`config.mk`:
```
export PLATFORM = sky130hd
export DESIGN_NAME = calendar_clock_counter_core
export DESIGN_NICKNAME = d
export VERILOG_FILES = /design/src/rtl/ccc_pkg.sv /design/src/rtl/ccc_step.sv /design/src/rtl/calendar_clock_counter_core.sv
export SDC_FILE = /design/constraint.sdc
export NUM_CORES = 1
export LEC_CHECK = 0
export ABC_AREA = 1
export ABC_CLOCK_PERIOD_IN_PS = 11440
export BUFFER_PORTS_ARGS = -buffer_cell sky130_fd_sc_hd__buf_2
export CORE_ASPECT_RATIO = 1.75
export CORE_MARGIN = 1.5
export CORE_UTILIZATION = 35
export CTS_BUF_LIST = sky130_fd_sc_hd__clkbuf_4
export CTS_CLUSTER_SIZE = 10
export DETAILED_ROUTE_END_ITERATION = 7
export GPL_ROUTABILITY_DRIVEN = 1
export PLACE_DENSITY = 0.6
export REMOVE_ABC_BUFFERS = 1
export SLEW_MARGIN = 20
export SYNTH_ARGS = -nofsm -noshare
export SYNTH_HDL_FRONTEND = slang
export SYNTH_HIERARCHICAL = 1
export SYNTH_SLANG_ARGS = --single-unit
```
`constraint.sdc`:
```
create_clock -name clk_i -period 11.44 [get_ports clk_i]
set_clock_uncertainty 0.2 [all_clocks]
set_input_delay 1.144 -clock clk_i [delete_from_list [all_inputs] [get_ports clk_i]]
set_output_delay 1.144 -clock clk_i [all_outputs]
set_load 0.02 [all_outputs]
```
`src/rtl/ccc_pkg.sv`:
```
// Shared types, constants and calendar helpers for the calendar clock counter.
// Used by ccc_step and calendar_clock_counter_core; depends on nothing else.
`default_nettype none

package ccc_pkg;

  // Field widths
  localparam int unsigned YearW   = 14;
  localparam int unsigned MonthW  = 4;
  localparam int unsigned DayW    = 5;
  localparam int unsigned HourW   = 5;
  localparam int unsigned MinuteW = 6;
  localparam int unsigned SecondW = 6;
  localparam int unsigned Hour12W = 4;

  // Counter limits
  localparam logic [SecondW-1:0] SecondLast = SecondW'(59);
  localparam logic [MinuteW-1:0] MinuteLast = MinuteW'(59);
  localparam logic [HourW-1:0]   HourLast   = HourW'(23);
  localparam logic [HourW-1:0]   HourNoon   = HourW'(12);
  localparam logic [MonthW-1:0]  MonthFirst = MonthW'(1);
  localparam logic [MonthW-1:0]  MonthLast  = MonthW'(12);
  localparam logic [DayW-1:0]    DayFirst   = DayW'(1);
  localparam logic [YearW-1:0]   YearLast   = YearW'(9999);

  // Month codes with short lengths
  localparam logic [MonthW-1:0] MonthFeb = MonthW'(2);
  localparam logic [MonthW-1:0] MonthApr = MonthW'(4);
  localparam logic [MonthW-1:0] MonthJun = MonthW'(6);
  localparam logic [MonthW-1:0] MonthSep = MonthW'(9);
  localparam logic [MonthW-1:0] MonthNov = MonthW'(11);

  // Reset date: first of January 2021, midnight
  localparam logic [YearW-1:0] YearReset = YearW'(2021);

  // Divisibility by 25 through the multiplicative inverse of 25 modulo 2^14:
  // y is a multiple of 25 exactly when (y * inv) mod 2^14 <= (2^14 - 1) / 25.
  localparam logic [YearW-1:0] Inv25     = YearW'(7209);
  localparam logic [YearW-1:0] Div25Max  = YearW'(((1 << YearW) - 1) / 25);

  typedef struct packed {
    logic [YearW-1:0]   year;
    logic [MonthW-1:0]  month;
    logic [DayW-1:0]    day;
    logic [HourW-1:0]   hour;
    logic [MinuteW-1:0] minute;
    logic [SecondW-1:0] second;
  } time_t;

  function automatic logic is_div25(input logic [YearW-1:0] y);
    logic [2*YearW-1:0] prod;
    prod = (2*YearW)'(y) * (2*YearW)'(Inv25);
    return prod[YearW-1:0] <= Div25Max;
  endfunction

  // Gregorian leap year: divisible by 4, and either not by 25 or also by 16
  function automatic logic is_leap(input logic [YearW-1:0] y);
    logic div25;
    div25 = is_div25(y);
    return (y[1:0] == 2'b00) && (!div25 || (y[3:0] == 4'b0000));
  endfunction

  function automatic logic [DayW-1:0] month_len(input logic [YearW-1:0] y,
                                                input logic [MonthW-1:0] m);
    logic [DayW-1:0] len;
    len = DayW'(31);
    if (m == MonthFeb) begin
      len = is_leap(y) ? DayW'(29) : DayW'(28);
    end else if (m == MonthApr || m == MonthJun || m == MonthSep || m == MonthNov) begin
      len = DayW'(30);
    end
    return len;
  endfunction

endpackage

`default_nettype wire

```
`src/rtl/ccc_step.sv`:
```
// Next-state logic for one beat: a one-second tick with full calendar carry,
// or a checked load of a new date and time. Depends on ccc_pkg.
`default_nettype none

module ccc_step (
  input  wire logic                          mode_i,
  input  wire ccc_pkg::time_t                state_i,
  input  wire ccc_pkg::time_t                set_i,
  output      ccc_pkg::time_t                state_o,
  output      logic                          rejected_o,
  output      logic [ccc_pkg::Hour12W-1:0]   hour_twelve_o,
  output      logic                          is_pm_o
);

  ccc_pkg::time_t tick_state;
  logic           sec_wrap, min_wrap, hour_wrap, day_wrap, month_wrap;
  logic           set_ok;

  // Tick: cascade of wrap conditions
  always_comb begin
    sec_wrap   = (state_i.second == ccc_pkg::SecondLast);
    min_wrap   = sec_wrap  && (state_i.minute == ccc_pkg::MinuteLast);
    hour_wrap  = min_wrap  && (state_i.hour   == ccc_pkg::HourLast);
    day_wrap   = hour_wrap &&
                 (state_i.day >= ccc_pkg::month_len(state_i.year, state_i.month));
    month_wrap = day_wrap  && (state_i.month >= ccc_pkg::MonthLast);

    tick_state        = state_i;
    tick_state.second = sec_wrap ? '0 : state_i.second + 1'b1;
    if (sec_wrap) begin
      tick_state.minute = min_wrap ? '0 : state_i.minute + 1'b1;
    end
    if (min_wrap) begin
      tick_state.hour = hour_wrap ? '0 : state_i.hour + 1'b1;
    end
    if (hour_wrap) begin
      tick_state.day = day_wrap ? ccc_pkg::DayFirst : state_i.day + 1'b1;
    end
    if (day_wrap) begin
      tick_state.month = month_wrap ? ccc_pkg::MonthFirst : state_i.month + 1'b1;
    end
    if (month_wrap) begin
      tick_state.year = (state_i.year >= ccc_pkg::YearLast) ? '0 : state_i.year + 1'b1;
    end
  end

  // Set request check, day against the requested month and year
  assign set_ok = (set_i.year <= ccc_pkg::YearLast) &&
                  (set_i.month >= ccc_pkg::MonthFirst) &&
                  (set_i.month <= ccc_pkg::MonthLast) &&
                  (set_i.day >= ccc_pkg::DayFirst) &&
                  (set_i.hour <= ccc_pkg::HourLast) &&
                  (set_i.minute <= ccc_pkg::MinuteLast) &&
                  (set_i.second <= ccc_pkg::SecondLast) &&
                  (set_i.day <= ccc_pkg::month_len(set_i.year, set_i.month));

  // Select next state and the 12-hour view
  always_comb begin
    rejected_o = 1'b0;
    if (!mode_i) begin
      state_o = tick_state;
    end else if (set_ok) begin
      state_o = set_i;
    end else begin
      state_o    = state_i;
      rejected_o = 1'b1;
    end
    is_pm_o       = (state_o.hour >= ccc_pkg::HourNoon);
    hour_twelve_o = is_pm_o ? ccc_pkg::Hour12W'(state_o.hour - ccc_pkg::HourNoon)
                            : ccc_pkg::Hour12W'(state_o.hour);
  end

endmodule

`default_nettype wire

```
`src/rtl/calendar_clock_counter_core.sv`:
```
// Real-time clock and calendar core: input register, calendar step, result
// register. Depends on ccc_pkg and ccc_step.
//
// Usage
//   Input channel (in_valid_i / in_stall_o) carries one beat per item: mode_i
//   low advances the clock by one second, mode_i high asks to load the set_*
//   fields. A bad set request (field out of range, or a day past the end of
//   that month in that year) leaves the time as it was and raises
//   set_rejected_o in its result.
//   Output channel (out_valid_o / out_stall_i) returns one beat per item with
//   the full date and time after that item, the 12-hour hour and the PM flag.
//   An accepted item passes the input register, then the calendar step, which
//   feeds the result register, where its result becomes valid.
//   Throughput is one item per cycle while the receiver does not stall; the
//   calendar state is updated in the cycle the item moves into the result
//   register, so back-to-back items see each other's effect with no gap.
//   When the receiver stalls, the result is held and the input register keeps
//   one more item; in_stall_o is raised only once both registers are full.
//   Reset clears both registers and sets the clock to 2021-01-01 00:00:00.
`default_nettype none

module calendar_clock_counter_core (
  input  wire logic                          clk_i,
  input  wire logic                          rst_ni,
  // Input channel
  input  wire logic                          in_valid_i,
  output      logic                          in_stall_o,
  input  wire logic                          mode_i,
  input  wire logic [ccc_pkg::YearW-1:0]     set_year_i,
  input  wire logic [ccc_pkg::MonthW-1:0]    set_month_i,
  input  wire logic [ccc_pkg::DayW-1:0]      set_day_i,
  input  wire logic [ccc_pkg::HourW-1:0]     set_hour_i,
  input  wire logic [ccc_pkg::MinuteW-1:0]   set_minute_i,
  input  wire logic [ccc_pkg::SecondW-1:0]   set_second_i,
  // Output channel
  output      logic                          out_valid_o,
  input  wire logic                          out_stall_i,
  output      logic [ccc_pkg::YearW-1:0]     cur_year_o,
  output      logic [ccc_pkg::MonthW-1:0]    cur_month_o,
  output      logic [ccc_pkg::DayW-1:0]      cur_day_o,
  output      logic [ccc_pkg::HourW-1:0]     cur_hour_o,
  output      logic [ccc_pkg::MinuteW-1:0]   cur_minute_o,
  output      logic [ccc_pkg::SecondW-1:0]   cur_second_o,
  output      logic [ccc_pkg::Hour12W-1:0]   hour_twelve_o,
  output      logic                          is_pm_o,
  output      logic                          set_rejected_o
);

  logic                        in_vld_q;
  logic                        mode_q;
  ccc_pkg::time_t              set_q;
  logic                        res_vld_q;
  ccc_pkg::time_t              res_time_q;
  logic [ccc_pkg::Hour12W-1:0] res_h12_q;
  logic                        res_pm_q;
  logic                        res_rej_q;
  ccc_pkg::time_t              state_q, state_d;
  logic                        step_rej;
  logic [ccc_pkg::Hour12W-1:0] step_h12;
  logic                        step_pm;
  logic                        res_ready, in_ready, ld_res;

  // Handshake: result slot frees when empty or taken; input slot when it moves on
  assign res_ready  = !res_vld_q || !out_stall_i;
  assign ld_res     = in_vld_q && res_ready;
  assign in_ready   = !in_vld_q || res_ready;
  assign in_stall_o = !in_ready;

  // Input register
  always_ff @(posedge clk_i or negedge rst_ni) begin
    if (!rst_ni) begin
      in_vld_q <= 1'b0;
    end else if (in_ready) begin
      in_vld_q <= in_valid_i;
    end
  end

  always_ff @(posedge clk_i) begin
    if (in_ready && in_valid_i) begin
      mode_q <= mode_i;
      set_q  <= '{year: set_year_i, month: set_month_i, day: set_day_i,
                  hour: set_hour_i, minute: set_minute_i, second: set_second_i};
    end
  end

  // Calendar step
  ccc_step u_step (
    .mode_i        (mode_q),
    .state_i       (state_q),
    .set_i         (set_q),
    .state_o       (state_d),
    .rejected_o    (step_rej),
    .hour_twelve_o (step_h12),
    .is_pm_o       (step_pm)
  );

  // Clock and calendar state
  always_ff @(posedge clk_i or negedge rst_ni) begin
    if (!rst_ni) begin
      state_q <= '{year: ccc_pkg::YearReset, month: ccc_pkg::MonthFirst,
                   day: ccc_pkg::DayFirst, hour: '0, minute: '0, second: '0};
    end else if (ld_res) begin
      state_q <= state_d;
    end
  end

  // Result register
  always_ff @(posedge clk_i or negedge rst_ni) begin
    if (!rst_ni) begin
      res_vld_q <= 1'b0;
    end else if (res_ready) begin
      res_vld_q <= in_vld_q;
    end
  end

  always_ff @(posedge clk_i) begin
    if (ld_res) begin
      res_time_q <= state_d;
      res_h12_q  <= step_h12;
      res_pm_q   <= step_pm;
      res_rej_q  <= step_rej;
    end
  end

  assign out_valid_o    = res_vld_q;
  assign cur_year_o     = res_time_q.year;
  assign cur_month_o    = res_time_q.month;
  assign cur_day_o      = res_time_q.day;
  assign cur_hour_o     = res_time_q.hour;
  assign cur_minute_o   = res_time_q.minute;
  assign cur_second_o   = res_time_q.second;
  assign hour_twelve_o  = res_h12_q;
  assign is_pm_o        = res_pm_q;
  assign set_rejected_o = res_rej_q;

  // Checks
  a_state_range: assert property (@(posedge clk_i) disable iff (!rst_ni)
    (state_q.second <= ccc_pkg::SecondLast) && (state_q.minute <= ccc_pkg::MinuteLast) &&
    (state_q.hour <= ccc_pkg::HourLast) && (state_q.month >= ccc_pkg::MonthFirst) &&
    (state_q.month <= ccc_pkg::MonthLast) && (state_q.year <= ccc_pkg::YearLast))
    else $error("calendar state out of range");

  a_day_fits_month: assert property (@(posedge clk_i) disable iff (!rst_ni)
    (state_q.day >= ccc_pkg::DayFirst) &&
    (state_q.day <= ccc_pkg::month_len(state_q.year, state_q.month)))
    else $error("day beyond month length");

  a_pm_matches_hour: assert property (@(posedge clk_i) disable iff (!rst_ni)
    out_valid_o |-> (is_pm_o == (cur_hour_o >= ccc_pkg::HourNoon)))
    else $error("PM flag disagrees with hour");

  a_reject_keeps_state: assert property (@(posedge clk_i) disable iff (!rst_ni)
    ld_res && step_rej |=> (state_q == $past(state_q)))
    else $error("rejected set changed the state");

  a_result_matches_state: assert property (@(posedge clk_i) disable iff (!rst_ni)
    ld_res |=> (res_time_q == state_q))
    else $error("result does not show the updated state");

endmodule

`default_nettype wire
```
==> key figures, run 1 <==
Worst setup path
  – Buf/Inv on CP: 4
  – CP arrival: between 6 and 7 ns
  – Delay-heaviest family, CP: adder cells
  – R2r setup slk: between 4 and 5 ns
  – Worst EP required: 11.60 ns
  – Worst Reg-to-Reg Cells: 28
  – Crit path kind: flop to flop
  – Total stage count of the critical path: 28
  – CP Capture Type: flop
  – Slowest CP cell: edfxtp_1
  – Worst-path fanout max: 19
  – Setup crit end: hour_twelve_o[2]
  – Critical Path Start Type: flop
  – Reg2reg end: hour_twelve_o[2]
  – Most used cell, CP: nand2_1
  – RR Startpoint: set_q[26]
  – CP max stage delay: between 0.5 and 0.6 ns
  – Critical Path Source: set_q[26]

CTS
  – Worst-Skew Late Latency: ~0.59 ns
  – CTS resizes: 0
  – Hold Buf Count CTS: 0
  – Root Driver: clkbuf_4
  – Level count of the clock H-tree: 4
  – Max clock buf depth: 2
  – Inserted Clock Buffers: 17
  – Worst-path clk slew: about 0.12 ns
  – Post-CTS Setup Inserts: 0
  – Clk sinks: roughly 130
  – CTS tree: done

STA
  – Hold Slack: a little under 0.3 ns
  – Final setup viols: 0
  – Post-layout worst setup margin: 4.86 ns
  – Fin. Hold Viols: 0
  – Worst-Margin Slew: 0.942 ns
  – Fmax: ~0.15 GHz
  – Max_slew headroom: 37.1%
  – Final worst path period need: between 6 and 7 ns
  – Final period util: between 50% and 60%
  – Max Slew Vio Count: 0
  – Sum of negative setup slack: 0 ns
  – RSZ-0062 raised after global routing: false

Floorplanning
  – Num ports: 93
  – Die W: ~120 um
  – Die Y-Extent: ~220 um
  – Site row count: 77
  – Initial core utilization: between 30% and 40%
  – Die Area: about 0.027 mm2
  – Core footprint: about 0.025 mm2

Route
  – DR vias/cell: 5.10
  – Final wirelength: around 24000 um
  – Routed wire length per instance: between 15 and 20 um
  – Number of DRC markers in iteration 0: roughly 490
  – Drt drc: 0
  – Vias: between 7k and 8k
  – Antenna viol nets, final: 0
  – DRT Pass-1 Iters: 5

Cells and area
  – Final Instance Count excl. Fillers: 1448
  – Area grow syn2layout: 11.1%
  – Commonest non-fill, non-tap cells in the layout: 270 x nand2_1, 151 x inv_1, 102 x nand3_1
  – Sequential Area: 0.00368 mm2
  – Ratio of cells with drive above 1 in the final layout: roughly 14%
  – # fillers: around 2.6k
  – Area of the multi-input gates: 0.00463 mm2
  – Layout Nets: 1277
  – Commonest non-fill, non-tap cell in the layout: nand2_1

Logic synthesis
  – Syn. warnings: 6
  – Synth top area cells: edfxtp_1 29%, ha_1 13%, nand2_1 11%
  – Seq/Total Area, Yosys: 40.6%
  – Synth Cell Area: 0.00906 mm2
  – Synth Flop Type: edfxtp_1
  – Post-synth top area share: between 20 and 30%
  – Post-synthesis cell type with the largest combined area: edfxtp_1
  – Number of synthesized register bits: roughly 130
  – Synth cell types: 43
  – Ys async rst share: 32.6%
  – Synth Area per Inst: 8.80 um2
  – Post-Syn Instances: roughly 1k
  – EDFF count, synth: 87

Placed design
  – Dpl cells: roughly 1.4k
  – RePlAce Congestion: 0.937
  – Detail Placement HPWL: about 18000 um
  – I/O Buffers: about 90
  – Pre-CTS worst setup slack: around 5 ns

Worst hold path
  – Hold/Removal Path Class: flop to flop

Power
  – Worst vdd ir: 0.102 mV
  – Lkg Pwr: 4.94 nW
  – Design Power: between 0.0015 and 0.002 W
  – Total power divided by cell area: 193 mW/mm2

Global route
  – Global route total overflow: 0
  – Initial antenna violation count: 1
  – Largest net degree at the start of global routing: 47
  – First-pass GRT wire length: between 30000 and 40000 um
  – GRT Util Overall: between 10% and 20%
  – Number of global-route vias before repair: 7555

Status
  – Status: complete, no violations

Flow run
  – Max Cap Violations: 0
[worst register-to-register path, delay by kind of cell (launching register included)]
kind	cells	cell delay [ns]
buffers and inverters	4	0.43
adder cells (fa/ha/maj)	7	2.73
flip-flops	1	0.57
AND/OR/NAND/NOR	16	2.35
AO/OA/AOI/OAI	1	0.08
[synth_stat cells (all sizes together), types with 3 or more instances]
master  count
dfrtp      32
nor2       51
clkbuf      9
a22oi      18
edfxtp     87
o311ai      3
o211ai      5
buf        21
fa         22
ha         92
xnor2      17
nand2     276
nand3b      5
nand4      14
nor4        3
o21bai      3
o31ai       7
o21ai      31
nor3       13
a21oi      17
o221ai      3
dfstp      10
inv       153
nand3     103
xor2       23
[metal layers]
layer  share of wire [%]  global-route usage, %  vias to the layer above
met5                   0                      0                        -
met4                 3.5                   8.28                        0
met3                 4.2                   2.90                       56
met2                  55                   34.8                      210
met1                  38                   19.7                     3531
li1                    -                      -                     3594
[stage by stage]
stage / utilization (%) / area, um2
global route: 39.8 / 10100
CTS: 39.7 / 10100
global placement: 38.6 / 9790
finish: 39.8 / 10100
floorplan: - / 8880
detailed placement: 38.6 / 9790
[flip-flops by register name, indices dropped and copies added (netlist names)]
signal and cells:
set_q 40, state_q 40, cur_year_o 14, cur_minute_o 6, cur_second_o 6, cur_day_o 5
cur_hour_o 5, cur_month_o 4, hour_twelve_o 4, in_vld_q 1, is_pm_o 1, mode_q 1
out_valid_o 1, set_rejected_o 1
[cell families after synthesis]
group	synth area share, %
flip-flops	40.6
buffers and inverters	8.42
AO/OA/AOI/OAI	6.69
adder cells (fa/ha/maj)	17.6
AND/OR/NAND/NOR	22.9
XOR/XNOR	3.86
[area by class of cell]
cell class,count,area share (%)
Multi-Input combinational cell,718,46.0
Sequential cell,129,36.5
Inverter,153,5.74
Timing Repair Buffer,99,5.09
Tap cell,316,3.92
Clock buffer,19,1.42
Clock inverter,13,1.35
Antenna cell,1,0.0248
[worst min path at each step]
stage                      startpoint           to  slack [ns]  cells after the start
after floorplan           state_q[17]  state_q[17]        0.26                      2
after global placement    state_q[17]  state_q[17]        0.28                      2
after detailed placement   state_q[9]   state_q[9]        0.28                      2
after CTS                 state_q[17]  state_q[17]        0.30                      2
after global routing      state_q[17]  state_q[17]        0.33                      2
final                     state_q[17]  state_q[17]        0.30                      2
[power breakdown]
group | switching (W) | internal, W | leakage (nW)
Clock | 0.000186 | 0.000135 | 0.150
Sequential | 0.000115 | 0.000607 | 1.36
Combinational | 0.000545 | 0.000353 | 3.43
Note: power is estimated with default switching activity, not from simulation.
==> run 2, diff against run 1 <==
Settings changed: ABC_AREA 1 to 0, ABC_CLOCK_PERIOD_IN_PS 11440 to 6700.
Clock period 11.44 ns to 6.7 ns, I/O delays scaled along.
==> key figures, run 2 <==
Route
  – Final wirelength: between 20000 and 25000 um
  – DR vias/cell: 5.03
  – DRT Pass-1 Iters: 5
  – Number of DRC markers in iteration 0: 276
  – Routed wire length per instance: roughly 17 um
  – Drt drc: 0
  – Vias: just under 6k
  – Antenna viol nets, final: 0

Floorplanning
  – Initial core utilization: between 30% and 40%
  – Die W: roughly 120 um
  – Site row count: 75
  – Die Area: around 0.025 mm2
  – Die Y-Extent: approximately 210 um
  – Num ports: 93
  – Core footprint: around 0.024 mm2

CTS
  – Level count of the clock H-tree: 4
  – Worst-path clk slew: 0.13 ns
  – Inserted Clock Buffers: 17
  – Root Driver: clkbuf_4
  – Max clock buf depth: 2
  – CTS tree: done
  – Clk sinks: around 130
  – Worst-Skew Late Latency: a little under 0.6 ns

STA
  – RSZ-0062 raised after global routing: false
  – Final worst path period need: between 6 and 7 ns
  – Final setup viols: 0
  – Fmax: roughly 0.16 GHz
  – Final period util: between 90% and 100%
  – Fin. Hold Viols: 0
  – Max Slew Vio Count: 0
  – Worst-Margin Slew: between 1 and 1.5 ns
  – Max_slew headroom: 33.0%

Worst setup path
  – CP max stage delay: between 0.7 and 0.8 ns
  – Worst EP required: between 6 and 7 ns
  – Crit-path cells: fa_1, ha_1, ha_1, fa_1, fa_1, xnor2_1, xnor2_1, xnor2_1, xnor2_1, or3_1, a31oi_1, ha_1, nand2b_1, a21oi_1, buf_4, nor4_4, buf_4, nand4_2, nor2_1, xnor2_1, o22ai_2, mux2_2
  – Most used cell, CP: xnor2_1
  – R2r setup slk: slightly above 0.4 ns
  – Worst Reg-to-Reg Cells: 22
  – CP Capture Type: flop
  – CP arrival: roughly 6.5 ns
  – Worst-path fanout max: 12
  – Crit path kind: flop to flop
  – RR Startpoint: state_q[26]
  – Slowest CP cell: dfstp_2
  – Critical Path Start Type: flop
  – Reg2reg end: state_q[37]

Worst hold path
  – Hold Crit Endpoint: set_q[39]
  – Hold path cells: 1
  – Hold/Removal Path Class: input pin to flop
  – Hold_sp: set_year_i[13]

Logic synthesis
  – Synth top area cells: edfxtp_1 31%, ha_1 14%, dfrtp_1 9.4%
  – Synth cell types: 59
  – Most numerous cell in the Yosys netlist: ha_1
  – Syn. warnings: 6
  – Synth Flop Type: edfxtp_1
  – Seq/Total Area, Yosys: 43.3%
  – EDFF count, synth: 87
  – Number of synthesized register bits: 129
  – Synth Cell Area: between 0.008 and 0.009 mm2
  – Post-Syn Instances: between 700 and 800
  – Post-synth top area share: between 30 and 40%
  – Post-synthesis cell type with the largest combined area: edfxtp_1
  – Synth cell count leaders: 92 x ha_1, 87 x edfxtp_1, 81 x inv_1
  – Synth Area per Inst: between 10 and 15 um2
  – Ys async rst share: between 30% and 40%

Flow run
  – Max Cap Violations: 0

Cells and area
  – Layout Nets: 1009
  – Commonest non-fill, non-tap cells in the layout: 92 x buf_2, 91 x ha_1, 87 x edfxtp_1
  – Final instance area: slightly below 0.01 mm2
  – Area grow syn2layout: 14.7%
  – Final Instance Count excl. Fillers: 1172
  – Ratio of cells with drive above 1 in the final layout: about a quarter
  – Commonest non-fill, non-tap cell in the layout: buf_2

Placed design
  – RePlAce Congestion: between 0.8 and 0.9
  – I/O Buffers: 92
  – Detail Placement HPWL: approximately 15000 um
  – Cell Area, Placed: roughly 0.0094 mm2
  – Dpl cells: around 1.1k

Global route
  – Initial antenna violation count: 1
  – Number of global-route vias before repair: between 6k and 7k
  – Global route total overflow: 0
  – First-pass GRT wire length: roughly 33000 um
  – Largest net degree at the start of global routing: 53
  – GRT Util Overall: 16.9%

Power
  – Total power divided by cell area: just under 500 mW/mm2
  – Worst vdd ir: 0.253 mV
  – Lkg Pwr: 4.20 nW

Status
  – Status: complete, no violations
## run 2: worst max path at each step
stage / end / slack [ns] / start / cells past startpoint
after CTS: hour_twelve_o[2] / 0.21 / set_q[26] / 24
after detailed placement: hour_twelve_o[2] / 0.25 / set_q[26] / 22
after global routing: hour_twelve_o[2] / 0.006 / set_q[26] / 23
after floorplan: hour_twelve_o[2] / -4.94 / set_q[26] / 22
after global placement: hour_twelve_o[2] / 0.38 / set_q[29] / 25
final: state_q[37] / 0.42 / state_q[26] / 22
## run 2: area by class of cell
| type | instances | area, um2 |
|---|---|---|
| antenna | 1 | 2.50 |
| clock buffer | 17 | 128 |
| clock inverter | 15 | 159 |
| fill | 2352 | 14200 |
| inverter | 81 | 304 |
| multi-input combinational | 501 | 4400 |
| sequential | 129 | 3680 |
| tap | 308 | 385 |
| timing repair buffer | 120 | 693 |
## run 2: timing repair
action	in CTS	in global routing
buffers inserted	0	7
endpoints found under the setup margin	0	39
resized for setup	0	3
hold buffers	1	0
endpoints found under the hold margin	32	0
## run 2: layer usage
| metal | global-route usage [%] | up-vias | part of all wire (%) |
|---|---|---|---|
| met3 | 2.87 | 32 | 3.1 |
| met2 | 31.9 | 141 | 56 |
| met5 | 0 | - | 0 |
| li1 | - | 2876 | - |
| met1 | 17.8 | 2850 | 38 |
| met4 | 7.75 | 0 | 3.4 |
## run 2: kinds of logic (layout without fill, tap and decap cells)
logic type | count (synthesis) | in the layout | synth area share (%)
DFF | 129 | 129 | 43.3
other | 0 | 1 | 0
xor gates and xnor gates | 47 | 47 | 4.84
adders and majority gates | 114 | 114 | 18.7
and+or+nand+nor | 141 | 141 | 9.00
buffers and inverters | 105 | 233 | 5.24
muxes | 76 | 76 | 9.61
AOI/OAI and AO/OA | 123 | 123 | 9.32
## run 2: worst max-delay path: cells and delay by family, from the launching register on
kind | cells | cell delay (ns)
fa+ha+maj | 6 | 2.22
simple gates | 5 | 1.00
xor+xnor | 5 | 0.85
flops | 1 | 0.73
compound gates | 3 | 0.55
buf+inv | 2 | 0.36
mux | 1 | 0.28
## run 2: per-stage QoR
step                total power (W)  hold slack [ns]  util (%)  worst slack [ns]  TNS (ns)
floorplan                   0.00342            0.174         -             -4.94   -330.02
global placement            0.00408            0.263      39.1             0.383         0
detailed placement          0.00415            0.280      39.2             0.254         0
CTS                         0.00474           0.0194      40.4             0.211         0
global route                0.00517           0.0227      40.7           0.00602         0
finish                      0.00470           0.0689      40.7             0.416         0
## run 2: power by group
part	total (W)	internal, W	switching [W]	leakage [nW]
Sequential	0.00134	0.00111	0.000234	1.31
Combinational	0.00280	0.00129	0.00152	2.74
Clock	0.000553	0.000225	0.000329	0.149
Total	0.00470	0.00262	0.00208	4.20
